File: config.mk
export PLATFORM = sky130hd
export DESIGN_NAME = cv3_regs
export DESIGN_NICKNAME = d
export VERILOG_FILES = /design/src/rtl/core/cv3_pkg.sv /design/src/rtl/core/cv3_regs.sv
export SDC_FILE = /design/constraint.sdc
export NUM_CORES = 1
export LEC_CHECK = 0
export BUFFER_PORTS_ARGS = -buffer_cell sky130_fd_sc_hd__buf_4
export CORE_AREA = 2 2 128 130
export CTS_CLUSTER_SIZE = 10
export DETAILED_ROUTE_END_ITERATION = 10
export DIE_AREA = 0 0 130 132
export PLACE_DENSITY = 0.79
export SLEW_MARGIN = 20
export SYNTH_ARGS = -nofsm -noshare
export SYNTH_HDL_FRONTEND = slang
export SYNTH_SLANG_ARGS = --single-unit
File: constraint.sdc
create_clock -name clk -period 1.4 [get_ports clk]
set_input_delay 0.14 -clock clk [delete_from_list [all_inputs] [get_ports clk]]
set_output_delay 0.14 -clock clk [all_outputs]
set_load 0.02 [all_outputs]
File: src/rtl/core/cv3_pkg.sv
package cv3_pkg;

  localparam int MAX_WIDTH_DEF = 2048;
  localparam int COEF_BITS_DEF = 16;
  localparam int FRAC_BITS_DEF = 8;

  localparam int PIX_W     = 8;
  localparam int PIXEL_W   = 3 * PIX_W;
  localparam int ROW_W     = 12;
  localparam int COL_OUT_W = 11;
  localparam int LW_REG_W  = 12;
  localparam int CREG_W    = 48;
  localparam int APB_AW    = 6;
  localparam int APB_DW    = 64;
  localparam int IDX_W     = 3;

  localparam logic [PIX_W-1:0] PIX_MAX = 8'd255;
  localparam logic [ROW_W-1:0] ROW_SAT = 12'd4095;

  localparam logic [IDX_W-1:0] REG_COLOR_MODE = 3'd0;
  localparam logic [IDX_W-1:0] REG_LINE_WIDTH = 3'd1;
  localparam logic [IDX_W-1:0] REG_COEF_ROW0  = 3'd2;
  localparam logic [IDX_W-1:0] REG_COEF_ROW1  = 3'd3;
  localparam logic [IDX_W-1:0] REG_COEF_ROW2  = 3'd4;

  localparam logic [LW_REG_W-1:0] LINE_WIDTH_RST = 12'd2048;
  localparam logic [CREG_W-1:0]   COEF_ROW0_RST  = 48'd0;
  localparam logic [CREG_W-1:0]   COEF_ROW1_RST  = 48'd256;
  localparam logic [CREG_W-1:0]   COEF_ROW2_RST  = 48'd0;

  typedef struct packed {
    logic                         color_mode;
    logic [LW_REG_W-1:0]          line_width;
    logic [2:0][CREG_W-1:0]       coef_row;
  } cfg_t;

  typedef struct packed {
    logic [ROW_W-1:0]     row;
    logic [COL_OUT_W-1:0] col;
    logic                 last;
  } meta_t;

endpackage

File: src/rtl/core/cv3_regs.sv
module cv3_regs (
  input  logic                        clk,
  input  logic                        rst,
  input  logic                        psel,
  input  logic                        penable,
  input  logic                        pwrite,
  input  logic [cv3_pkg::APB_AW-1:0]  paddr,
  input  logic [cv3_pkg::APB_DW-1:0]  pwdata,
  output logic [cv3_pkg::APB_DW-1:0]  prdata,
  output logic                        pready,
  output cv3_pkg::cfg_t               cfg
);

  logic [cv3_pkg::IDX_W-1:0] idx;
  logic                      wr;

  assign pready = 1'b1;
  assign idx    = paddr[cv3_pkg::APB_AW-1:3];
  assign wr     = psel && penable && pwrite;

  always_ff @(posedge clk) begin
    if (rst) begin
      cfg.color_mode  <= 1'b0;
      cfg.line_width  <= cv3_pkg::LINE_WIDTH_RST;
      cfg.coef_row[0] <= cv3_pkg::COEF_ROW0_RST;
      cfg.coef_row[1] <= cv3_pkg::COEF_ROW1_RST;
      cfg.coef_row[2] <= cv3_pkg::COEF_ROW2_RST;
    end else if (wr) begin
      unique case (idx)
        cv3_pkg::REG_COLOR_MODE: cfg.color_mode  <= pwdata[0];
        cv3_pkg::REG_LINE_WIDTH: cfg.line_width  <= pwdata[cv3_pkg::LW_REG_W-1:0];
        cv3_pkg::REG_COEF_ROW0:  cfg.coef_row[0] <= pwdata[cv3_pkg::CREG_W-1:0];
        cv3_pkg::REG_COEF_ROW1:  cfg.coef_row[1] <= pwdata[cv3_pkg::CREG_W-1:0];
        cv3_pkg::REG_COEF_ROW2:  cfg.coef_row[2] <= pwdata[cv3_pkg::CREG_W-1:0];
        default: ;
      endcase
    end
  end

  always_comb begin
    unique case (idx)
      cv3_pkg::REG_COLOR_MODE: prdata = cv3_pkg::APB_DW'(cfg.color_mode);
      cv3_pkg::REG_LINE_WIDTH: prdata = cv3_pkg::APB_DW'(cfg.line_width);
      cv3_pkg::REG_COEF_ROW0:  prdata = cv3_pkg::APB_DW'(cfg.coef_row[0]);
      cv3_pkg::REG_COEF_ROW1:  prdata = cv3_pkg::APB_DW'(cfg.coef_row[1]);
      cv3_pkg::REG_COEF_ROW2:  prdata = cv3_pkg::APB_DW'(cfg.coef_row[2]);
      default:                 prdata = '0;
    endcase
  end

endmodule

==> out/qor.yml <==
status: "finished, violations left"
violations: "setup timing"
ys_seq_elements: 157
maxSlewHeadroom_pct: 61.4
max_flop_register: "cfg"
clkTransAtPathRegs_ps: 60
crit_path_start: "cfg[154]"
grtUsageTotal_pct: 25.2
numCtsBuffers: 17
synth_adder_area_share_pct: 0
power_uw: 10200
period_share_pct: 111
core_mm2: 0.0157
chipWidth_um: 130
yosys_warnings: 0
switching_power_uw: 2380
rr_endpoint: "cfg[57]"
grt_pass1_vias: 6508
io_pins: 297
vias: 6705
path_buf_inv: 1
p_int_uw: 7800
vias_per_cell: 5.10
start_util_pct: 48.5
path_cells: "mux2_2 > a22oi_2 > o21ai_1 > buf_4"
r2r_slack_ps: 490
synth_cell_types: 23
final_common_cell: "buf_4"
p_sw_share_pct: 23.4
antenna_found_initial: 1
clock_latency_ps: 420
cp.arrival_ps: 1410
end_kind: "primary output"
synth_compound_area_share_pct: 10.6
synthCells: 826
rsz0062_at_grt: "yes"
ant_nets: 0
fin_nets: 1160
die_y_um: 132
largest_reg_flops: 157
drt_iter0_drc: 385
seq_area_mm2: 0.00320
final_core_util_pct: 67.9
drc: 0
drv_cap: 0
final_max_slew_viol_count: 0
crit_fanout: 3
dieArea_mm2: 0.0172
synth_top_family_by_area: "multiplexers"
root_buffer: "clkbuf_16"
synthMuxAreaShare_pct: 21.1
reg2reg_from: "cfg[57]"
num-fill-cells: 1262
final_layout_size_suffix_gt1_share_pct: 37.5
fp-row-count: 46
p_per_area_mw_per_mm2: 955
period_minus_slack_ps: 1550
skew_ps: 0
cp_num_cells: 4
p_comb_share_pct: 8.5
pwr-share-clk_pct: 47.1
tightestPinTransition_ps: 579
worstPathRequired_ps: 1260
final_cell_mix: "buf_4, nand2b_1, mux2i_1"
io_buffer_count: 260
multi_input_comb_area_mm2: 0.00413
synthesis.area_mm2: 0.00761
crit_family: "flip-flops"
hp-class: "input pin to register"
finalHoldViolCount: 0
dpl_worst_slack_ps: -64.9
worstSetupStartpointType: "register"
endpoint: "prdata[10]"
wl_um: 22000
grt_max_degree: 49
setup_viol: 12
synth-xor-area-share_pct: 0
syn_to_final_growth_pct: 40.1
pwr-share-seq_pct: 44.5
setup_ws_ps: -149
hpwl_um: 14800
synthSimpleGateAreaFrac_pct: 20.4
ff2ff_path_depth: 4
critical_path_class: "register to primary output"
slowest_stage: "dfxtp_2"
post_drt_wl_per_cell_um: 16.8
ir_worst_vdd_v: 0.000893
syn_area_per_cell_um2: 9.22
drt-pass1-iter-count: 4
gr-total-overflow: 0
htreeDepth: 4
max_freq_mhz: 646
max_stage_delay_ps: 320
cts_tree: "yes"
clock_path_buffers: 2
top_regs: "cfg x157"
ys_seq_area_share_pct: 41.3
routabilityCongestion: 0.785
cts_num_sinks: 157
whs_path_depth: 3
leakage_uw: 0.00490
grt_pass1_wl_um: 34100
## power by group through the flow
stage	clock, µW	combinational (µW)	sequential [µW]
final	4790	863	4530
after detailed placement	0	831	4630
after CTS	4850	853	4530
after global routing	5040	923	4530
after floorplan	0	485	4660
after global placement	0	824	4630
## final cells by class
class                   instances  area share, %
clock inverters                12           1.49
clock buffers                  20           4.28
multi-input cells             598           38.7
diodes                          1         0.0234
well taps                     216           2.53
repair buffers                311           23.0
flip-flops and latches        157           30.0
## worst register-to-register path: stages (launching register included)
cell	delay, ps
dfxtp_2	320
buf_4	130
nor2b_1	130
o21ai_0	90
o21ai_0	110
## worst min-delay path by stage
stage,start,end,slack (ps)
floorplan,pwdata[8],cfg[56],300
global placement,pwdata[11],cfg[155],400
detailed placement,pwdata[11],cfg[155],420
CTS,pwdata[8],cfg[56],1
global route,pwdata[18],cfg[114],30
finish,pwdata[8],cfg[56],8
## layer usage
| metal | global-route usage, % | routed length, µm | vias up |
|---|---|---|---|
| met5 | 0 | 0 | - |
| met3 | 5.68 | 1250 | 41 |
| met4 | 9.56 | 588 | 0 |
| li1 | - | - | 3272 |
| met1 | 31.8 | 9630 | 3168 |
| met2 | 41.9 | 10600 | 224 |
## synth_stat cells
library cell	count	area (µm²)
nor2_1	5	18.8
o21ai_0	139	696
o21ai_1	3	15.0
nand3b_1	1	7.51
nor2b_1	49	307
nand2_1	49	184
buf_4	19	143
dfxtp_1	157	3140
buf_6	12	135
conb_1	2	7.51
nand4_1	1	6.26
mux2_2	11	124
o22ai_1	1	6.26
nand2b_1	158	988
clkbuf_1	42	158
or2_4	1	8.76
o21a_1	1	7.51
buf_2	13	65.1
nand2b_4	1	13.8
and4b_1	1	10.0
nor3b_1	1	7.51
a22oi_1	11	82.6
mux2i_1	148	1480
## kinds of logic after synthesis
group,after synthesis
buf+inv,86
mux,159
compound gates,155
simple gates,267
flops,157
other cells,2
## through the flow
step	setup TNS, ps	hold slack, ps	area, µm²	std cells
after global placement	-75.3	400	9770	1266
after floorplan	0	301	7670	841
after CTS	-1450	1.09	10600	1313
after global routing	-1860	28.3	10700	1314
final	-1290	8.28	10700	1315
after detailed placement	-101	420	9770	1266
## repair_timing
action                                  CTS  global route
endpoints found under the setup margin   15            42
endpoints found under the hold margin     1             0
setup buffers                            14             1
hold buffers                              1             0
resized for setup                        48            33
pin swaps                                 9            11
(Power assumes the default switching activity.)
