## src/rtl/core/cv3_pkg.sv

```systemverilog
package cv3_pkg;

  localparam int MAX_WIDTH_DEF = 2048;
  localparam int COEF_BITS_DEF = 16;
  localparam int FRAC_BITS_DEF = 8;

  localparam int PIX_W     = 8;
  localparam int PIXEL_W   = 3 * PIX_W;
  localparam int ROW_W     = 12;
  localparam int COL_OUT_W = 11;
  localparam int LW_REG_W  = 12;
  localparam int CREG_W    = 48;
  localparam int APB_AW    = 6;
  localparam int APB_DW    = 64;
  localparam int IDX_W     = 3;

  localparam logic [PIX_W-1:0] PIX_MAX = 8'd255;
  localparam logic [ROW_W-1:0] ROW_SAT = 12'd4095;

  localparam logic [IDX_W-1:0] REG_COLOR_MODE = 3'd0;
  localparam logic [IDX_W-1:0] REG_LINE_WIDTH = 3'd1;
  localparam logic [IDX_W-1:0] REG_COEF_ROW0  = 3'd2;
  localparam logic [IDX_W-1:0] REG_COEF_ROW1  = 3'd3;
  localparam logic [IDX_W-1:0] REG_COEF_ROW2  = 3'd4;

  localparam logic [LW_REG_W-1:0] LINE_WIDTH_RST = 12'd2048;
  localparam logic [CREG_W-1:0]   COEF_ROW0_RST  = 48'd0;
  localparam logic [CREG_W-1:0]   COEF_ROW1_RST  = 48'd256;
  localparam logic [CREG_W-1:0]   COEF_ROW2_RST  = 48'd0;

  typedef struct packed {
    logic                         color_mode;
    logic [LW_REG_W-1:0]          line_width;
    logic [2:0][CREG_W-1:0]       coef_row;
  } cfg_t;

  typedef struct packed {
    logic [ROW_W-1:0]     row;
    logic [COL_OUT_W-1:0] col;
    logic                 last;
  } meta_t;

endpackage

```

## src/rtl/core/cv3_res_if.sv

```systemverilog
interface cv3_res_if;
  logic        valid;
  logic        ready;
  logic [7:0]  out_red;
  logic [7:0]  out_green;
  logic [7:0]  out_blue;
  logic [11:0] center_row;
  logic [10:0] center_col;
  logic        end_of_line;

  modport source (output valid, output out_red, output out_green, output out_blue,
                  output center_row, output center_col, output end_of_line,
                  input ready);
  modport sink (input valid, input out_red, input out_green, input out_blue,
                input center_row, input center_col, input end_of_line,
                output ready);
endinterface

```

## src/rtl/core/cv3_merge.sv

```systemverilog
module cv3_merge (
  input  logic                      clk,
  input  logic                      rst,
  input  logic                      en,
  input  logic                      vld,
  input  cv3_pkg::meta_t            meta,
  input  logic                      color_mode,
  input  logic [cv3_pkg::PIX_W-1:0] res_r,
  input  logic [cv3_pkg::PIX_W-1:0] res_g,
  input  logic [cv3_pkg::PIX_W-1:0] res_b,
  cv3_res_if.source                 res
);

  logic                      out_valid;
  logic [cv3_pkg::PIX_W-1:0] red;
  logic [cv3_pkg::PIX_W-1:0] green;
  logic [cv3_pkg::PIX_W-1:0] blue;
  cv3_pkg::meta_t            meta_q;

  always_ff @(posedge clk) begin
    if (rst) begin
      out_valid <= 1'b0;
    end else if (en) begin
      out_valid <= vld;
    end
  end

  // gray mode keeps only the red lane
  always_ff @(posedge clk) begin
    if (en) begin
      red    <= res_r;
      green  <= color_mode ? res_g : '0;
      blue   <= color_mode ? res_b : '0;
      meta_q <= meta;
    end
  end

  assign res.valid       = out_valid;
  assign res.out_red     = red;
  assign res.out_green   = green;
  assign res.out_blue    = blue;
  assign res.center_row  = meta_q.row;
  assign res.center_col  = meta_q.col;
  assign res.end_of_line = meta_q.last;

endmodule

```

## src/flat_wrapper.sv

```systemverilog
// flat-port wrapper written by rule: the top's interface ports become plain ports
module cv3_merge_flat 
  (clk, rst, en, vld, meta, color_mode, res_r, res_g, res_b, res_valid, res_out_red, res_out_green, res_out_blue, res_center_row, res_center_col, res_end_of_line, res_ready);
  cv3_res_if res_i ();
  input  logic clk;
  input  logic rst;
  input  logic en;
  input  logic vld;
  input  cv3_pkg::meta_t meta;
  input  logic color_mode;
  input  logic [cv3_pkg::PIX_W-1:0] res_r;
  input  logic [cv3_pkg::PIX_W-1:0] res_g;
  input  logic [cv3_pkg::PIX_W-1:0] res_b;
  output wire logic [$bits(res_i.valid)-1:0] res_valid;
  output wire logic [$bits(res_i.out_red)-1:0] res_out_red;
  output wire logic [$bits(res_i.out_green)-1:0] res_out_green;
  output wire logic [$bits(res_i.out_blue)-1:0] res_out_blue;
  output wire logic [$bits(res_i.center_row)-1:0] res_center_row;
  output wire logic [$bits(res_i.center_col)-1:0] res_center_col;
  output wire logic [$bits(res_i.end_of_line)-1:0] res_end_of_line;
  input wire logic [$bits(res_i.ready)-1:0] res_ready;
  assign res_valid = res_i.valid;
  assign res_out_red = res_i.out_red;
  assign res_out_green = res_i.out_green;
  assign res_out_blue = res_i.out_blue;
  assign res_center_row = res_i.center_row;
  assign res_center_col = res_i.center_col;
  assign res_end_of_line = res_i.end_of_line;
  assign res_i.ready = res_ready;
  cv3_merge u_core (.clk(clk), .rst(rst), .en(en), .vld(vld), .meta(meta), .color_mode(color_mode), .res_r(res_r), .res_g(res_g), .res_b(res_b), .res(res_i));
endmodule
```

## config.mk

```make
export PLATFORM = sky130hd
export DESIGN_NAME = cv3_merge_flat
export DESIGN_NICKNAME = d
export VERILOG_FILES = /design/src/rtl/core/cv3_pkg.sv /design/src/rtl/core/cv3_res_if.sv /design/src/rtl/core/cv3_merge.sv /design/src/flat_wrapper.sv
export SDC_FILE = /design/constraint.sdc
export NUM_CORES = 1
export LEC_CHECK = 0
export BUFFER_PORTS_ARGS = -buffer_cell sky130_fd_sc_hd__buf_2
export CAP_MARGIN = 40
export CORE_ASPECT_RATIO = 0.7
export CORE_MARGIN = 2
export CORE_UTILIZATION = 44
export CTS_CLUSTER_DIAMETER = 60
export DETAILED_ROUTE_END_ITERATION = 10
export PLACE_DENSITY = 0.83
export SLEW_MARGIN = 5
export SYNTH_ARGS = -nofsm -noshare
export SYNTH_HDL_FRONTEND = slang
export SYNTH_SLANG_ARGS = --single-unit
```

## constraint.sdc

```tcl
create_clock -name clk -period 1.08 [get_ports clk]
set_input_delay 0.054 -clock clk [delete_from_list [all_inputs] [get_ports clk]]
set_output_delay 0.054 -clock clk [all_outputs]
set_load 0.02 [all_outputs]
```

==> results.md <==
- Status: finished, final reports clean
- Slew HR: 87.6%
- Clock Sink Count: 49
- Peak Freq: 1.08 GHz
- Hold Crit Class: in -> reg
- Post-cts sizing count: 0
- Fill cells: 214
- Leakage: 1.14 nW
- Clk buf depth: 2
- Period utilization: 85.7%
- Root buffer cell: clkbuf_8
- RSZ-0062 raised after global routing: no
- Sw frac: 22.5%
- Die height: 54.5 um
- HP Start: vld
- Post-CTS setup buffer count: 0
- Maximum vdd drop: 1160 uV
- R2R Setup Slk: 480 ps
- Yosys reg bits: 49
- Post-synth net total: 122
- Endpoint, Worst Hold: u_core.res.valid
- Worst path cell trace: buf_2
- Crit-path max cell delay: 400 ps
- Post-route DRC violation count: 0
- Mapped cell area: 0.00160 mm2
- Skew-Pair Late Insertion Delay: 280 ps
- IO Count: 103
- GRT overflow: 0
- CP Max Fanout: 1
- TritonCTS clock tree: done
- Share of cells above drive strength 1: 57.8%
- PwrDens: 1570 mW/mm2
- Ys Warns: 0
- Crit. Startpoint: u_core.res.center_row[11]
- Placer congestion estimate: 0.760
- Hold_ws: 18.2 ps
- Seq pwr share: 55.1%
- Net Sw Power: 0.000937 W
- H-tree level count: 2
- TritonCTS Buffers: 5
- Logic pwr share: 14.7%
- Skew final: 0 ps
- Pre-Repair DR Iteration Count: 4
- TNS Setup: 0 ps
- Antenna viol nets, final: 0
- Via count: 1134
- Max cap viols: 0
- Post-synthesis sequential area ratio: 91.2%
- Crit path launch type: register
- Final setup viols: 0
- Mux share of post-synthesis cell area: 0.625%
- Clock power frac: 30.2%
- Commonest non-fill, non-tap cell in the layout: buf_2
- Post-synthesis compound-gate area fraction: 0%
- GR Util All Layers: 18.4%
- Final Core Density: 75.1%
- Per-cell routed wire length: 14.2 um
- Slowest-stage cell, CP: edfxtp_1
- Post-Synth Adder-Cell Area: 0%
- DRT iter0 DRCs: 85
- Hold Path Depth: 3
- CP Capture Type: output pin
- Slew @ Worst Pin: 186 ps
- Yosys cell types: 7
- Initial Util: 45.6%
- Int Pwr: 0.00322 W
- Crit-path leading delay family: flip-flops
- Reg2reg end: u_core.res.valid
- Fin. Hold Viols: 0
- Die area: 0.00415 mm2
- CP Data Arrival Time: 870 ps
- XOR/XNOR share of the synthesized area: 0%
- CTS clk-pin slew, worst paths: 90 ps
- ANT cells: 0
- Finished Layout Cells: 261
- Worst-case reg-to-reg path depth: 2
- Most frequent cells in the layout: buf_2, edfxtp_1, dlygate4sd3_1
- Largest net degree at the start of global routing: 27
- Vias in the first global route: 1142
- Crit path buf inv count: 1
- Initial antenna violation count: 0
- Nets: 264
- Syn_area_per_cell: 23.6 um2
- Syn-to-layout area delta: 64.8%
- CTS Hold Bufs: 33
- Drt total wl: 3720 um
- Main combinational cell family by area after synthesis: simple AND/OR/NAND/NOR gates
- First-pass GRT wire length: 5520 um
- Vias/cell: 4.34
- CP required: 1030 ps
- Core Rows: 18
- WS Path Type: reg -> out
- Die W: 76.1 um
- Final min period: 926 ps
- Critical R2R Launch: u_core.res.valid
- Slew Limit Fails: 0
- Post-Syn Instances: 68
- PortBufs: 101
- Core Area: 0.00351 mm2
- Placed wire-length estimate: 2280 um
- DP Cell Count: 220
- Simple-gate portion of the synthesized area: 7.42%
layout make-up:
class / instances / area, um2 / area share [%]
clock buffer: 6 / 72.6 / 2.75
clock inverter: 2 / 38.8 / 1.47
multi-input combinational: 18 / 129 / 4.88
sequential: 49 / 1460 / 55.4
tap: 50 / 62.6 / 2.37
timing repair buffer: 136 / 876 / 33.2
metal layers:
| layer | vias to the layer above | routed length, um | share of wire [%] | track usage [%] |
|---|---|---|---|---|
| li1 | 535 | - | - | - |
| met1 | 519 | 1490 | 40 | 21.6 |
| met2 | 74 | 1830 | 49 | 32.3 |
| met3 | 6 | 357 | 9.6 | 7.26 |
| met4 | 0 | 36 | 0.97 | 6.06 |
| met5 | - | 0 | 0 | 0 |
per-stage QoR:
step / setup WS [ps] / area [um2] / total power, W
3_3_place_gp: 348 / 2200 / 0.00283
3_5_place_dp: 301 / 2200 / 0.00284
4_1_cts: 166 / 2640 / 0.00418
2_1_floorplan: 435 / 1600 / 0.00256
5_1_grt: 134 / 2640 / 0.00430
6_report: 154 / 2640 / 0.00415
cells in the mapped netlist:
| cell | n | area share, % |
|---|---|---|
| and2_1 | 4 | 1.6 |
| and2_2 | 12 | 5.6 |
| buf_6 | 1 | 0.70 |
| dfxtp_1 | 1 | 1.3 |
| edfxtp_1 | 48 | 90 |
| mux2i_1 | 1 | 0.63 |
| nor2_1 | 1 | 0.23 |
kinds of logic after synthesis:
logic type    Yosys count
buf+inv                 1
mux                     1
simple gates           17
flops                  49
flip-flops by register name, summed over array words and instances, names as in the netlist:
| register | count |
|---|---|
| u_core.res.center_col | 11 |
| u_core.res.valid | 1 |
| u_core.res.out_green | 8 |
| u_core.res.out_red | 8 |
| u_core.res.center_row | 12 |
| u_core.res.end_of_line | 1 |
| u_core.res.out_blue | 8 |
how the worst max path moves through the flow:
| stage | slack (ps) | to | depth (start not counted) |
|---|---|---|---|
| after floorplan | 430 | u_core.res.valid | 2 |
| after global placement | 350 | u_core.res.valid | 4 |
| after detailed placement | 300 | u_core.res.valid | 4 |
| after CTS | 170 | res_center_col[3] | 1 |
| after global routing | 130 | res_center_row[11] | 1 |
| final | 150 | res_center_row[11] | 1 |
power by group through the flow:
stage,clock network [W],registers [W],logic (W)
2_1_floorplan,0,0.00253,0.0000330
3_5_place_dp,0,0.00233,0.000511
5_1_grt,0.00135,0.00230,0.000648
6_report,0.00126,0.00229,0.000611
4_1_cts,0.00129,0.00229,0.000605
3_3_place_gp,0,0.00232,0.000503
No activity file was read; power rests on OpenSTA's default activity.
