**config.mk**
```make
export PLATFORM = sky130hd
export DESIGN_NAME = cv3_lane
export DESIGN_NICKNAME = d
export VERILOG_FILES = /design/src/rtl/core/cv3_pkg.sv /design/src/rtl/core/cv3_lane.sv
export SDC_FILE = /design/constraint.sdc
export NUM_CORES = 2
export LEC_CHECK = 0
export ABC_AREA = 0
export BUFFER_PORTS_ARGS = -buffer_cell sky130_fd_sc_hd__clkbuf_2
export CAP_MARGIN = 15
export CELL_PAD_IN_SITES_DETAIL_PLACEMENT = 0
export CELL_PAD_IN_SITES_GLOBAL_PLACEMENT = 2
export CORE_MARGIN = 10
export CORE_UTILIZATION = 46
export DETAILED_ROUTE_END_ITERATION = 7
export GPL_TIMING_DRIVEN = 0
export MAX_ROUTING_LAYER = met4
export PLACE_DENSITY_LB_ADDON = 0.15
export SLEW_MARGIN = 15
export SYNTH_ARGS = -nofsm -noshare
export SYNTH_HDL_FRONTEND = slang
export SYNTH_SLANG_ARGS = --single-unit
```
**constraint.sdc**
```tcl
create_clock -name clk -period 8.5 [get_ports clk]
set_clock_uncertainty 0.05 [all_clocks]
set_input_delay 0 -clock clk [delete_from_list [all_inputs] [get_ports clk]]
set_output_delay 0 -clock clk [all_outputs]
set_load 0.02 [all_outputs]
```
**src/rtl/core/cv3_pkg.sv**
```systemverilog
package cv3_pkg;

  localparam int MAX_WIDTH_DEF = 2048;
  localparam int COEF_BITS_DEF = 16;
  localparam int FRAC_BITS_DEF = 8;

  localparam int PIX_W     = 8;
  localparam int PIXEL_W   = 3 * PIX_W;
  localparam int ROW_W     = 12;
  localparam int COL_OUT_W = 11;
  localparam int LW_REG_W  = 12;
  localparam int CREG_W    = 48;
  localparam int APB_AW    = 6;
  localparam int APB_DW    = 64;
  localparam int IDX_W     = 3;

  localparam logic [PIX_W-1:0] PIX_MAX = 8'd255;
  localparam logic [ROW_W-1:0] ROW_SAT = 12'd4095;

  localparam logic [IDX_W-1:0] REG_COLOR_MODE = 3'd0;
  localparam logic [IDX_W-1:0] REG_LINE_WIDTH = 3'd1;
  localparam logic [IDX_W-1:0] REG_COEF_ROW0  = 3'd2;
  localparam logic [IDX_W-1:0] REG_COEF_ROW1  = 3'd3;
  localparam logic [IDX_W-1:0] REG_COEF_ROW2  = 3'd4;

  localparam logic [LW_REG_W-1:0] LINE_WIDTH_RST = 12'd2048;
  localparam logic [CREG_W-1:0]   COEF_ROW0_RST  = 48'd0;
  localparam logic [CREG_W-1:0]   COEF_ROW1_RST  = 48'd256;
  localparam logic [CREG_W-1:0]   COEF_ROW2_RST  = 48'd0;

  typedef struct packed {
    logic                         color_mode;
    logic [LW_REG_W-1:0]          line_width;
    logic [2:0][CREG_W-1:0]       coef_row;
  } cfg_t;

  typedef struct packed {
    logic [ROW_W-1:0]     row;
    logic [COL_OUT_W-1:0] col;
    logic                 last;
  } meta_t;

endpackage

```
**src/rtl/core/cv3_lane.sv**
```systemverilog
module cv3_lane #(
  parameter int COEF_BITS = cv3_pkg::COEF_BITS_DEF,
  parameter int FRAC_BITS = cv3_pkg::FRAC_BITS_DEF
) (
  input  logic                        clk,
  input  logic                        en,
  input  logic [cv3_pkg::PIX_W-1:0]   px [9],
  input  logic signed [COEF_BITS-1:0] coef [9],
  output logic [cv3_pkg::PIX_W-1:0]   res
);

  localparam int PW = COEF_BITS + cv3_pkg::PIX_W + 1;
  localparam int RW = PW + 2;
  localparam int SW = PW + 4;

  logic signed [PW-1:0] pe [9];
  logic signed [PW-1:0] ce [9];
  logic signed [PW-1:0] prod [9];
  logic signed [RW-1:0] rsum [3];
  logic signed [SW-1:0] total;
  logic [SW-1:0]        q;

  always_comb begin
    for (int i = 0; i < 9; i++) begin
      pe[i] = PW'(px[i]);
      ce[i] = {{(PW-COEF_BITS){coef[i][COEF_BITS-1]}}, coef[i]};
    end
  end

  // tap products, then row sums, then total and clamp
  always_ff @(posedge clk) begin
    if (en) begin
      for (int i = 0; i < 9; i++) begin
        prod[i] <= pe[i] * ce[i];
      end
      for (int r = 0; r < 3; r++) begin
        rsum[r] <= RW'(prod[3*r]) + RW'(prod[3*r+1]) + RW'(prod[3*r+2]);
      end
      if (total[SW-1]) begin
        res <= '0;
      end else if (q > SW'(cv3_pkg::PIX_MAX)) begin
        res <= cv3_pkg::PIX_MAX;
      end else begin
        res <= q[cv3_pkg::PIX_W-1:0];
      end
    end
  end

  assign total = SW'(rsum[0]) + SW'(rsum[1]) + SW'(rsum[2]);
  assign q     = $unsigned(total) >> FRAC_BITS;

endmodule

```
==> flow_metrics.py <==
metrics = {
    "status": {
        "status": "completed",
    },
    "clock_network": {
        "clk_latency_ns": 0.59,
        "total_setup_buffers_inserted_after_cts": 0,
        "tritoncts.num_buffers": 40,
        "clock_tree_from_tritoncts": "done",
        "clock_pin_slew_reported_for_the_worst_setup_and_hold_paths_after_clock_tree_synthesis_ns": 0.05,
        "cts_htree_levels": 2,
        "cts_root_buffer": "sky130_fd_sc_hd__clkbuf_16",
        "clk_path_buf_depth": 3,
        "numClockSinks": 314,
    },
    "die": {
        "std_cell_rows": 129,
        "die-width_um": 372,
        "floorplan.core_area_um2": 123000,
        "ios": 226,
        "die_height_um": 372,
        "start_util_pct": 46.2,
        "die_area_um2": 138000,
    },
    "global_route": {
        "grt_antenna_before_repair": 16,
        "grt_start_max_net_pins": 104,
        "first_global_vias": 41509,
        "grt_util_all_layers_pct": 20.8,
        "leftover_overflow_at_the_end_of_global_routing": 0,
        "global_route_wire_length_before_repair_mm": 224,
    },
    "synthesis": {
        "synth.top_cells.by_count": "1508 x sky130_fd_sc_hd__inv_1, 1022 x sky130_fd_sc_hd__fa_1, 627 x sky130_fd_sc_hd__and2_1, 610 x sky130_fd_sc_hd__nand2_1, 552 x sky130_fd_sc_hd__ha_1",
        "syn-mean-instance-area_um2": 9.58,
        "synth.area.top_cells": "sky130_fd_sc_hd__fa_1 36%, sky130_fd_sc_hd__edfxtp_1 17%, sky130_fd_sc_hd__ha_1 12%, sky130_fd_sc_hd__inv_1 9.9%, sky130_fd_sc_hd__and2_1 6.9%",
        "synth-edff-count": 314,
        "post_synth_mux_area_share_pct": 0.0549,
        "post_synth_and_or_nand_nor_area_fraction_pct": 14.8,
        "yosys.area.top_type": "sky130_fd_sc_hd__fa_1",
        "synth-compound-area-share_pct": 6.09,
        "yosys_register_bits": 314,
        "yosysSeqAreaShare_pct": 16.5,
        "post_synth_xor_area_fraction_pct": 4.03,
        "yosysWarnings": 0,
        "synth.most_common_cell": "sky130_fd_sc_hd__inv_1",
        "synth_area_um2": 57000,
        "postSynth.topFlopCell": "sky130_fd_sc_hd__edfxtp_1",
        "adder_cell_share_of_the_synthesized_area_pct": 48.0,
        "synth_async_sr_flop_share_pct": 0,
        "synth_top_family_by_area": "adder cells",
        "mappedNetlistNets": 7740,
        "synth_cell_types": 73,
        "synth_top_area_share_pct": 35.9,
        "synthesis.instances": 5948,
    },
    "detailed_routing": {
        "detail_route.iter0.violations": 1789,
        "wire_per_inst_um": 16.9,
        "route.detailed.vias_per_inst": 4.90,
        "route.antenna.remaining_nets": 0,
        "detailroute.via_count": 38889,
        "post-route-drc-count": 0,
        "wl_mm": 134,
        "detailed_router_iteration_count_before_antenna_repair": 5,
    },
    "pwr": {
        "power.static_leakage_nw": 31.3,
        "p_per_area_nw_per_um2": 419,
        "peak_supply_drop_uv": 239,
    },
    "sta": {
        "final.period_utilization_pct": 67.1,
        "fin_setup_tns_ns": 0,
        "timing.final.setup_violations": 0,
        "layout_setup_ws_ns": 2.80,
        "rsz0062_at_grt": "no",
        "timing.fmax_ghz": 0.175,
        "finalHoldViolCount": 0,
        "layout_min_cycle_time_ns": 5.70,
        "slew_headroom_pct": 52.0,
        "worst_slew_pin_slew_ns": 0.713,
        "report.final.slew_viol_count": 0,
    },
    "min_path": {
        "timing.hold.worst.class": "primary input to flop",
        "min_delay_path_depth": 3,
    },
    "critical_path": {
        "data_required_time_at_the_worst_endpoint_ns": 8.75,
        "arrival_ns": 5.95,
        "r2r_start": "prod[0][201]$_DFFE_PP_",
        "rr_worst_depth": 14,
        "setup_crit_start_kind": "primary input",
        "timing.rr.end": "rsum[0][79]$_DFFE_PP_",
        "worst_path_max_delay_cell": "sky130_fd_sc_hd__fa_1",
        "worstPathMaxFanout": 10,
        "worstPathCellList": "dlygate4sd3_1 -> clkbuf_2 -> clkbuf_1 -> nand2_1 -> fa_1 -> inv_1 -> fa_1 -> fa_1 -> inv_1 -> fa_1 -> inv_1 -> ha_1 -> o21a_1 -> o21ai_0 -> a21oi_1 -> o21a_1 -> o31ai_1 -> a21oi_1 -> a21o_1 -> a21oi_1 -> xnor2_1",
        "rrSetupSlack_ns": 4.26,
        "worstSetupStartpoint": "px[65]",
        "worst_setup_path_endpoint": "prod[0][18]$_DFFE_PP_",
        "criticalPathCategory": "primary input to flop",
        "setup.worst_path.end_class": "flop",
        "crit_path_frequent_cell": "sky130_fd_sc_hd__fa_1",
        "max_stage_delay_ns": 0.55,
    },
    "finish": {
        "final_net_count": 8046,
        "area_growth_syn_to_layout_pct": 9.10,
        "fraction_of_layout_instances_using_a_drive_strength_above_1_pct": 5.00,
    },
    "place": {
        "buffers_on_ports": 218,
        "gp_routability_congestion": 0.875,
        "place_ws_ns": 2.50,
        "dpl.hpwl_mm": 116,
    },
    "job": {
        "cap_viol_max_count": 0,
    },
}
==> routing by layer <==
layer | track usage, % | vias up | part of all wire (%)
met4 | 3.60 | 0 | 1.6
met1 | 29.5 | 19436 | 49
met5 | - | - | 0
met2 | 31.8 | 536 | 45
met3 | 3.20 | 96 | 4.5
li1 | - | 18821 | -
==> what timing repair did <==
item | CTS | global route
gates resized for setup | 0 | 0
endpoints found under the setup margin | 0 | 0
endpoints found under the hold margin | 76 | 0
hold buffers | 43 | 0
==> layout by cell type, fill, tap and decap left out, types with 7 or more instances in the layout <==
cell                            count
sky130_fd_sc_hd__fa_1            1022
sky130_fd_sc_hd__or3_1             16
sky130_fd_sc_hd__o21a_1            54
sky130_fd_sc_hd__nor3_1            58
sky130_fd_sc_hd__dlygate4sd3_1     43
sky130_fd_sc_hd__nand4_1            9
sky130_fd_sc_hd__o31ai_1            8
sky130_fd_sc_hd__edfxtp_1         314
sky130_fd_sc_hd__o21ai_1           20
sky130_fd_sc_hd__o21ai_0           83
sky130_fd_sc_hd__clkbuf_1          84
sky130_fd_sc_hd__xnor2_1          211
sky130_fd_sc_hd__diode_2           14
sky130_fd_sc_hd__nor2b_1           41
sky130_fd_sc_hd__and2_1           627
sky130_fd_sc_hd__a2111oi_0          7
sky130_fd_sc_hd__o31a_1             8
sky130_fd_sc_hd__nand3_1           49
sky130_fd_sc_hd__inv_1           1508
sky130_fd_sc_hd__a21oi_1          181
sky130_fd_sc_hd__xor2_1            51
sky130_fd_sc_hd__bufinv_16          9
sky130_fd_sc_hd__clkbuf_2         217
sky130_fd_sc_hd__and3_1            32
sky130_fd_sc_hd__a21o_1            46
sky130_fd_sc_hd__o21bai_1          16
sky130_fd_sc_hd__nand2b_1          29
sky130_fd_sc_hd__nor2_1           156
sky130_fd_sc_hd__a211oi_1          14
sky130_fd_sc_hd__nand2_1          610
sky130_fd_sc_hd__o211ai_1          20
sky130_fd_sc_hd__or2_2              9
sky130_fd_sc_hd__ha_1             552
sky130_fd_sc_hd__a31oi_1           22
sky130_fd_sc_hd__clkbuf_16         40
==> flip-flops by register name (all words and copies together) (netlist names) <==
name / flops
prod: 225
res: 8
rsum: 81
==> kinds of logic after synthesis <==
group                    after synthesis
AO/OA/AOI/OAI                        540
AND/OR/NAND/NOR                     1667
adder cells (fa/ha/maj)             1574
buffers and inverters               1588
multiplexers                           3
flip-flops                           314
XOR/XNOR                             262
==> cell type report <==
cell class	count	area, µm²
Sequential cell	314	9430
Buffer	80	300
Tap cell	1637	2050
Clock buffer	44	1020
Multi-Input combinational cell	4046	41600
Antenna cell	14	35.0
Inverter	1508	5660
Timing Repair Buffer	264	1610
Fill cell	11874	61100
Clock inverter	28	475
==> stage by stage <==
| stage | cells | util, % | hold slack, ns | cell area (µm²) | total power [mW] |
|---|---|---|---|---|---|
| after floorplan | 5948 | - | 0.0625 | 57000 | 18.9 |
| final | 7935 | 50.4 | 0.0215 | 62200 | 26.0 |
| after global placement | 7803 | 48.8 | 0.373 | 60100 | 24.3 |
| after global routing | 7934 | 50.4 | 0.0314 | 62200 | 29.2 |
| after detailed placement | 7806 | 48.8 | 0.370 | 60200 | 24.3 |
| after CTS | 7921 | 50.4 | 0.00154 | 62100 | 26.5 |
==> power breakdown <==
part | switching, mW | internal [mW] | total (mW) | leakage (nW)
combinational | 11.4 | 8.48 | 19.9 | 27.5
sequential | 0.595 | 3.66 | 4.26 | 3.07
clock | 0.743 | 1.16 | 1.90 | 0.702
total | 12.7 | 13.3 | 26.0 | 31.3
==> worst max-delay path: cells and delay by family <==
family	cells	cell delay, ns
adders and majority gates	5	2.37
AOI/OAI and AO/OA	8	1.95
xor gates and xnor gates	1	0.14
and+or+nand+nor	1	0.15
buffers and inverters	6	1.35
==> worst min-delay path by stage <==
stage,startpoint,endpoint,slack [ns]
detailed placement,coef[64],prod[0][100]$_DFFE_PP_,0.37
CTS,coef[128],prod[0][1]$_DFFE_PP_,0.002
global placement,coef[64],prod[0][100]$_DFFE_PP_,0.37
floorplan,en,prod[0][0]$_DFFE_PP_,0.06
global route,coef[128],prod[0][1]$_DFFE_PP_,0.03
finish,coef[128],prod[0][1]$_DFFE_PP_,0.02
No activity file was read; power rests on OpenSTA's default activity.
