## src/rtl/core/cv3_ram.sv

```systemverilog
module cv3_ram #(
  parameter int WIDTH = 8,
  parameter int DEPTH = 16
) (
  input  logic                     clk,
  input  logic                     we,
  input  logic [$clog2(DEPTH)-1:0] waddr,
  input  logic [WIDTH-1:0]         wdata,
  input  logic                     re,
  input  logic [$clog2(DEPTH)-1:0] raddr,
  output logic [WIDTH-1:0]         rdata
);

  logic [WIDTH-1:0] mem [DEPTH];

  always_ff @(posedge clk) begin
    if (we) begin
      mem[waddr] <= wdata;
    end
    if (re) begin
      rdata <= mem[raddr];
    end
  end

endmodule

```

## config.mk

```make
export PLATFORM = sky130hd
export DESIGN_NAME = cv3_ram
export DESIGN_NICKNAME = d
export VERILOG_FILES = /design/src/rtl/core/cv3_ram.sv
export SDC_FILE = /design/constraint.sdc
export NUM_CORES = 1
export LEC_CHECK = 0
export ABC_AREA = 1
export BUFFER_PORTS_ARGS = -buffer_cell sky130_fd_sc_hd__buf_2
export CAP_MARGIN = 20
export CORE_ASPECT_RATIO = 0.6
export CORE_MARGIN = 2
export CORE_UTILIZATION = 55
export DETAILED_ROUTE_END_ITERATION = 8
export PLACE_DENSITY = 0.83
export SETUP_SLACK_MARGIN = 0.4
export SLEW_MARGIN = 20
export SYNTH_ARGS = -nofsm -noshare
export SYNTH_HDL_FRONTEND = slang
export SYNTH_SLANG_ARGS = --single-unit
```

## constraint.sdc

```tcl
create_clock -name clk -period 1.15 [get_ports clk]
set_input_delay 0.0575 -clock clk [delete_from_list [all_inputs] [get_ports clk]]
set_output_delay 0.0575 -clock clk [all_outputs]
set_load 0.05 [all_outputs]
```

==> metrics.txt, run 1 <==
# TYPE chip_impl_metric gauge
chip_impl_info{name="result_of_the_run",value="complete, but fails checks"} 1
chip_impl_info{name="violations",value="DRC"} 1
chip_impl_metric{name="clock_tree.buffer_depth",unit=""} 2
chip_impl_metric{name="max_slew_margin",unit=""} 0.560
chip_impl_metric{name="insertion_delay",unit="ps"} 420
chip_impl_info{name="worst_hold_start",value="re"} 1
chip_impl_metric{name="setup_slack",unit="ps"} 21.9
chip_impl_metric{name="max_freq",unit="MHz"} 886
chip_impl_metric{name="worst_clock_skew",unit="ps"} 7.95
chip_impl_metric{name="io_pins",unit=""} 27
chip_impl_metric{name="placeableCoreArea",unit="um^2"} 10500
chip_impl_metric{name="timing.final.crit_period",unit="ps"} 1130
chip_impl_info{name="path_class",value="flip-flop to flip-flop"} 1
chip_impl_metric{name="syn_to_final_growth",unit="%"} 20.3
chip_impl_metric{name="die_width",unit="um"} 137
chip_impl_metric{name="slew_violations",unit=""} 0
chip_impl_metric{name="hold_violations",unit=""} 0
chip_impl_metric{name="final_design_area_no_fill",unit="um^2"} 7030
chip_impl_metric{name="grt_antenna_before_repair",unit=""} 0
chip_impl_metric{name="critPathArrivalTime",unit="ps"} 1290
chip_impl_metric{name="drt-initial-drc-count",unit=""} 531
chip_impl_info{name="critPathMostFrequentCell",value="sky130_fd_sc_hd__nand3_2"} 1
chip_impl_metric{name="chipHeight",unit="um"} 83.9
chip_impl_info{name="mostFrequentLayoutCells",value="sky130_fd_sc_hd__nand2_1 (162), sky130_fd_sc_hd__edfxtp_1 (136), sky130_fd_sc_hd__inv_1 (97), sky130_fd_sc_hd__nand3_1 (76), sky130_fd_sc_hd__nand3_2 (20)"} 1
chip_impl_info{name="clockRootBuffer",value="sky130_fd_sc_hd__clkbuf_16"} 1
chip_impl_metric{name="io_buffers",unit=""} 26
chip_impl_metric{name="yosys_warnings",unit=""} 0
chip_impl_metric{name="viasPerCell",unit=""} 5.48
chip_impl_metric{name="routed_wire_length_per_instance",unit="um"} 19.0
chip_impl_metric{name="path_clk_slew",unit="ps"} 60
chip_impl_metric{name="numClockSinks",unit=""} 136
chip_impl_metric{name="worstPathRequired",unit="ps"} 1320
chip_impl_info{name="critical-path-top-delay-family",value="simple AND/OR/NAND/NOR gates"} 1
chip_impl_info{name="worstSetupStartpointType",value="flip-flop"} 1
chip_impl_metric{name="timing.reg2reg.setup_slack",unit="ps"} 20
chip_impl_metric{name="post_route_insts_no_fill",unit=""} 740
chip_impl_info{name="critPathSlowestCell",value="sky130_fd_sc_hd__edfxtp_1"} 1
chip_impl_info{name="worst_hold_path_type",value="input pin to flip-flop"} 1
chip_impl_info{name="mostFrequentLayoutCell",value="sky130_fd_sc_hd__nand2_1"} 1
chip_impl_metric{name="synth_seq_area_share",unit=""} 0.698
chip_impl_info{name="r2r-start",value="mem[6][5]"} 1
chip_impl_metric{name="drc",unit=""} 2
chip_impl_metric{name="syn-cell-area",unit="um^2"} 5850
chip_impl_metric{name="power_per_cell_area",unit="nW/um^2"} 1610
chip_impl_metric{name="number_of_optimization_iterations_in_the_first_detailed_route_pass",unit=""} 9
chip_impl_metric{name="dr_total_vias",unit=""} 4054
chip_impl_metric{name="globalRouteOverflowTotal",unit=""} 0
chip_impl_metric{name="ctsHoldBuffers",unit=""} 0
chip_impl_metric{name="place.detailed.hpwl",unit="um"} 8720
chip_impl_metric{name="wire_length_of_the_first_global_routing_pass",unit="um"} 21800
chip_impl_metric{name="placed_cells",unit=""} 709
chip_impl_metric{name="synth_cells",unit=""} 551
chip_impl_metric{name="critPathMaxStageDelay",unit="ps"} 370
chip_impl_metric{name="worst_setup_slack_post_dpl",unit="ps"} -199
chip_impl_info{name="clock_tree_from_tritoncts",value="done"} 1
chip_impl_metric{name="synthesis.area_per_instance",unit="um^2"} 10.6
chip_impl_metric{name="die_area",unit="um^2"} 11500
chip_impl_metric{name="synthDistinctLibCells",unit=""} 11
chip_impl_metric{name="count_of_final_setup_violators",unit=""} 0
chip_impl_metric{name="irDropWorstVdd",unit="mV"} 1.24
chip_impl_metric{name="cts_post_setup_buffers_inserted",unit=""} 0
chip_impl_metric{name="cp.buffers_inverters",unit=""} 1
chip_impl_metric{name="max-cap-violations",unit=""} 0
chip_impl_metric{name="grt_max_degree",unit=""} 33
chip_impl_metric{name="post-route-util",unit=""} 0.673
chip_impl_metric{name="number_of_global_route_vias_before_repair",unit=""} 3944
chip_impl_info{name="endpoint_kind",value="flip-flop"} 1
chip_impl_metric{name="syn_nets",unit=""} 570
chip_impl_metric{name="grt.total_usage",unit=""} 0.266
chip_impl_metric{name="cts_made_buffers",unit=""} 17
chip_impl_metric{name="post-route-period-util",unit=""} 0.981
chip_impl_metric{name="initial_utilization",unit=""} 0.560
chip_impl_info{name="crit_chain",value="inv_1 -> nand2_1 -> nand3_2 -> nand3_2 -> nand3_2 -> nand2_1"} 1
chip_impl_metric{name="finalNetCount",unit=""} 608
chip_impl_metric{name="route.antenna.remaining_nets",unit=""} 0
chip_impl_info{name="timing.critical_path.from",value="mem[6][5]"} 1
chip_impl_metric{name="setup_tns",unit="ps"} 0
chip_impl_metric{name="p_leak",unit="uW"} 0.00298
chip_impl_metric{name="tightest_slew",unit="ps"} 659
chip_impl_metric{name="postRouteWirelength",unit="um"} 14100
chip_impl_metric{name="post_dp_cell_area",unit="um^2"} 6340
chip_impl_info{name="rsz0062_at_grt",value="yes"} 1
chip_impl_metric{name="synth-seq-cells",unit=""} 136
chip_impl_metric{name="insertedDiodeCount",unit=""} 0
chip_impl_metric{name="place.gp.congestion",unit=""} 0.905
chip_impl_metric{name="crit_fanout",unit=""} 1
chip_impl_metric{name="layout-drive-gt1-share",unit=""} 0.208
chip_impl_metric{name="core.rowCount",unit=""} 29
chip_impl_metric{name="htree_levels",unit=""} 4
[area by class of cell]
class | instances | area, um^2
well taps | 139 | 174
inverters | 102 | 383
repair buffers | 43 | 420
multi-input cells | 289 | 1450
flip-flops and latches | 136 | 4080
fillers | 753 | 3420
clock buffers | 19 | 433
clock inverters | 12 | 86.3
[stage by stage]
| step | hold slack, ps | total power [uW] |
|---|---|---|
| after detailed placement | 432 | 6530 |
| after global routing | 2.97 | 11700 |
| after floorplan | 156 | 6220 |
| final | 8.69 | 11300 |
| after CTS | 0.221 | 11300 |
| after global placement | 427 | 6500 |
[worst reg2reg max path: cells and delay by family (launching register included)]
family	cells	cell delay, ps
simple gates	5	430
flops	1	370
buf+inv	1	70
[sequential cells by signal, summed over array words and instances, names as in the netlist]
register	flops
mem	128
rdata	8
[synthesized netlist by cell type]
library cell | instances | share of area
sky130_fd_sc_hd__buf_1 | 1 | 0.00064
sky130_fd_sc_hd__buf_2 | 13 | 0.011
sky130_fd_sc_hd__buf_4 | 4 | 0.0051
sky130_fd_sc_hd__buf_6 | 6 | 0.012
sky130_fd_sc_hd__edfxtp_1 | 136 | 0.70
sky130_fd_sc_hd__inv_1 | 100 | 0.064
sky130_fd_sc_hd__inv_2 | 2 | 0.0013
sky130_fd_sc_hd__nand2_1 | 173 | 0.11
sky130_fd_sc_hd__nand3_1 | 97 | 0.083
sky130_fd_sc_hd__nand3b_1 | 2 | 0.0026
sky130_fd_sc_hd__nor2_1 | 17 | 0.011
[path summary, 6_finish.rpt]
| path | cells past startpoint | end |
|---|---|---|
| worst min-delay path | 1 | rdata[7] |
| worst min register to register | 6 | rdata[0] |
| worst max-delay path | 6 | rdata[5] |
| worst max register to register | 6 | rdata[5] |
[layer usage]
layer	part of all wire	vias up	track usage
met1	0.42	1954	0.392
met2	0.46	215	0.389
met4	0.019	0	0.0965
met5	0	-	0
met3	0.099	28	0.0638
li1	-	1857	-
[report_power, final]
group,switching [uW],internal (uW)
clock network,1910,2900
registers,37.4,5590
logic,632,270
[repair_timing]
item / CTS / global route
pin swaps: 23 / 10
resized for setup: 31 / 15
setup endpoints to repair: 16 / 16
[cell families after synthesis]
kind of cell           count (synthesis)  share of synthesized area
buffers and inverters                126                     0.0939
DFF                                  136                      0.698
and+or+nand+nor                      289                      0.208
(Power assumes the default switching activity.)
==> run 2, diff against run 1 <==
Settings changed: CTS_BUF_LIST set to sky130_fd_sc_hd__clkbuf_16, SLEW_MARGIN 20 to 5.
Clock period 1.15 ns to 1.3 ns, I/O delays scaled along.
==> run 2 against run 1 <==
Against the previous run: critical path type is now flip-flop to primary output; cell count grew 0.95%; cell area grew 0.55%; count of clock-buffer cells in the layout shrank 2; combinational power shrank 13%; sequential share of layout area shrank 0.32 points; worst hold slack gained 10 ps; clock power shrank 1%; the run now ends clean; global-route usage shrank 0.68 points; utilization grew 0.37 points.
==> metrics.txt, run 2 (synthesized netlist as in run 1, its figures left out) <==
# TYPE chip_impl_metric gauge
chip_impl_info{name="hold-path-endpoint",value="rdata[6]"} 1
chip_impl_metric{name="number_of_global_route_vias_before_repair",unit=""} 3956
chip_impl_metric{name="route.antenna.remaining_nets",unit=""} 0
chip_impl_metric{name="worst_setup_slack_post_dpl",unit="ps"} 14.9
chip_impl_metric{name="worst_clock_skew",unit="ps"} 5.86
chip_impl_metric{name="largest_register_ff_count",unit=""} 128
chip_impl_metric{name="syn_to_final_growth",unit="%"} 20.9
chip_impl_metric{name="max_freq",unit="MHz"} 873
chip_impl_info{name="timing.critical_path.from",value="rdata[5]"} 1
chip_impl_metric{name="clock_tree.buffer_depth",unit=""} 2
chip_impl_metric{name="count_of_final_setup_violators",unit=""} 0
chip_impl_info{name="crit_chain",value="buf_6"} 1
chip_impl_info{name="top_register",value="mem"} 1
chip_impl_metric{name="insertedDiodeCount",unit=""} 0
chip_impl_info{name="worst_hold_path_type",value="input pin to flip-flop"} 1
chip_impl_metric{name="post-route-period-util",unit=""} 0.881
chip_impl_metric{name="drc",unit=""} 0
chip_impl_metric{name="cts_made_buffers",unit=""} 17
chip_impl_metric{name="core.rowCount",unit=""} 29
chip_impl_metric{name="slew_violations",unit=""} 0
chip_impl_metric{name="postRouteWirelength",unit="um"} 14100
chip_impl_metric{name="p_leak",unit="uW"} 0.00304
chip_impl_metric{name="grt_antenna_before_repair",unit=""} 0
chip_impl_metric{name="place.gp.congestion",unit=""} 0.880
chip_impl_info{name="result_of_the_run",value="finished clean"} 1
chip_impl_metric{name="layout.filler_cells",unit=""} 711
chip_impl_metric{name="path_clk_slew",unit="ps"} 60
chip_impl_metric{name="htree_levels",unit=""} 4
chip_impl_info{name="worst_hold_start",value="re"} 1
chip_impl_metric{name="hold-path-cell-count",unit=""} 1
chip_impl_metric{name="ctsHoldBuffers",unit=""} 0
chip_impl_metric{name="numClockSinks",unit=""} 136
chip_impl_metric{name="die_width",unit="um"} 137
chip_impl_metric{name="post_dp_cell_area",unit="um^2"} 6220
chip_impl_metric{name="hold_violations",unit=""} 0
chip_impl_metric{name="setup_tns",unit="ps"} 0
chip_impl_metric{name="drt-initial-drc-count",unit=""} 478
chip_impl_metric{name="max_slew_margin",unit=""} 0.550
chip_impl_metric{name="insertion_delay",unit="ps"} 420
chip_impl_metric{name="final_design_area_no_fill",unit="um^2"} 7070
chip_impl_metric{name="chipHeight",unit="um"} 83.9
chip_impl_info{name="worstSetupStartpointType",value="flip-flop"} 1
chip_impl_metric{name="timing.final.crit_period",unit="ps"} 1150
chip_impl_metric{name="grt_max_degree",unit=""} 65
chip_impl_info{name="critical-path-top-delay-family",value="flip-flops"} 1
chip_impl_metric{name="timing.reg2reg.setup_slack",unit="ps"} 160
chip_impl_metric{name="viasPerCell",unit=""} 5.54
chip_impl_metric{name="tightest_slew",unit="ps"} 674
chip_impl_info{name="endpoint_kind",value="primary output"} 1
chip_impl_metric{name="finalHoldWorstSlack",unit="ps"} 18.9
chip_impl_metric{name="setup_slack",unit="ps"} 155
chip_impl_info{name="path_class",value="flip-flop to primary output"} 1
chip_impl_metric{name="irDropWorstVdd",unit="mV"} 1.35
chip_impl_metric{name="critPathMaxStageDelay",unit="ps"} 470
chip_impl_info{name="r2r-start",value="mem[1][6]"} 1
chip_impl_metric{name="number_of_optimization_iterations_in_the_first_detailed_route_pass",unit=""} 5
chip_impl_metric{name="critPathArrivalTime",unit="ps"} 1080
chip_impl_info{name="rsz0062_at_grt",value="yes"} 1
chip_impl_metric{name="crit_fanout",unit=""} 1
chip_impl_info{name="critPathSlowestCell",value="sky130_fd_sc_hd__edfxtp_1"} 1
chip_impl_metric{name="power_per_cell_area",unit="nW/um^2"} 1490
chip_impl_metric{name="grt.total_usage",unit=""} 0.259
chip_impl_metric{name="globalRouteOverflowTotal",unit=""} 0
chip_impl_metric{name="wire_length_of_the_first_global_routing_pass",unit="um"} 21200
chip_impl_info{name="mostFrequentLayoutCells",value="sky130_fd_sc_hd__nand2_1 (167), sky130_fd_sc_hd__edfxtp_1 (136), sky130_fd_sc_hd__inv_1 (97), sky130_fd_sc_hd__nand3_1 (62), sky130_fd_sc_hd__nand3_2 (32)"} 1
chip_impl_metric{name="worstPathRequired",unit="ps"} 1240
chip_impl_info{name="clock_tree_from_tritoncts",value="done"} 1
chip_impl_metric{name="layout-drive-gt1-share",unit=""} 0.215
chip_impl_metric{name="cts_post_setup_buffers_inserted",unit=""} 0
chip_impl_info{name="largestRegisters",value="mem x128, rdata x8"} 1
chip_impl_metric{name="reg2reg_depth",unit=""} 6
chip_impl_info{name="worst_r2r_endpoint",value="rdata[6]"} 1
chip_impl_info{name="mostFrequentLayoutCell",value="sky130_fd_sc_hd__nand2_1"} 1
chip_impl_metric{name="cp.buffers_inverters",unit=""} 1
chip_impl_metric{name="io_buffers",unit=""} 26
chip_impl_metric{name="finalNetCount",unit=""} 614
chip_impl_metric{name="dr_total_vias",unit=""} 4137
chip_impl_metric{name="placeableCoreArea",unit="um^2"} 10500
chip_impl_metric{name="max-cap-violations",unit=""} 0
chip_impl_metric{name="total_power",unit="uW"} 10500
chip_impl_info{name="clockRootBuffer",value="sky130_fd_sc_hd__clkbuf_16"} 1
chip_impl_metric{name="routed_wire_length_per_instance",unit="um"} 18.8
chip_impl_metric{name="die_area",unit="um^2"} 11500
chip_impl_metric{name="initial_utilization",unit=""} 0.560
chip_impl_metric{name="io_pins",unit=""} 27
chip_impl_metric{name="place.detailed.hpwl",unit="um"} 8610
==> run 2: cell types whose count changed in the layout (fill, tap and decap cells not counted), sizes merged <==
cell	previous run	this run
clkbuf	19	17
bufinv	1	3
buf	43	49
clkinvlp	1	2
==> run 2: routing by layer <==
| layer | routed length (um) | vias to the layer above | global-route usage |
|---|---|---|---|
| li1 | - | 1870 | - |
| met3 | 1540 | 29 | 0.0723 |
| met5 | 0 | - | 0 |
| met2 | 6720 | 245 | 0.397 |
| met1 | 5560 | 1993 | 0.362 |
| met4 | 236 | 0 | 0.0872 |
==> run 2: where the power goes <==
group          internal [uW]  leakage [uW]  total (uW)  switching, uW
combinational            236       0.00152         786            550
clock                   2980      0.000287        4760           1790
sequential              4940       0.00124        4980           40.8
==> run 2: how the worst max path moves through the flow <==
stage | endpoint | slack (ps) | cells after the start
after global routing | rdata[6] | 80 | 6
final | rdata[5] | 150 | 1
after global placement | rdata[5] | 50 | 8
after CTS | rdata[5] | 160 | 1
after detailed placement | rdata[1] | 10 | 8
after floorplan | mem[10][0] | 280 | 2
==> run 2: repair_timing <==
item                                    4_1_cts  5_1_grt
gates resized for setup                      40       22
endpoints found under the setup margin       16       16
pin swaps                                    30       11
==> run 2: stage by stage <==
stage / instances / util
floorplan: 551 / -
global placement: 715 / 0.595
detailed placement: 715 / 0.595
CTS: 747 / 0.667
global route: 747 / 0.677
finish: 747 / 0.677
==> run 2: layout make-up <==
class / instances / area (um^2) / area share
Clock buffer: 17 / 425 / 0.0602
Clock inverter: 15 / 160 / 0.0227
Inverter: 102 / 383 / 0.0541
Multi-Input combinational cell: 289 / 1440 / 0.204
Sequential cell: 136 / 4080 / 0.578
Tap cell: 139 / 174 / 0.0246
Timing Repair Buffer: 49 / 403 / 0.0570
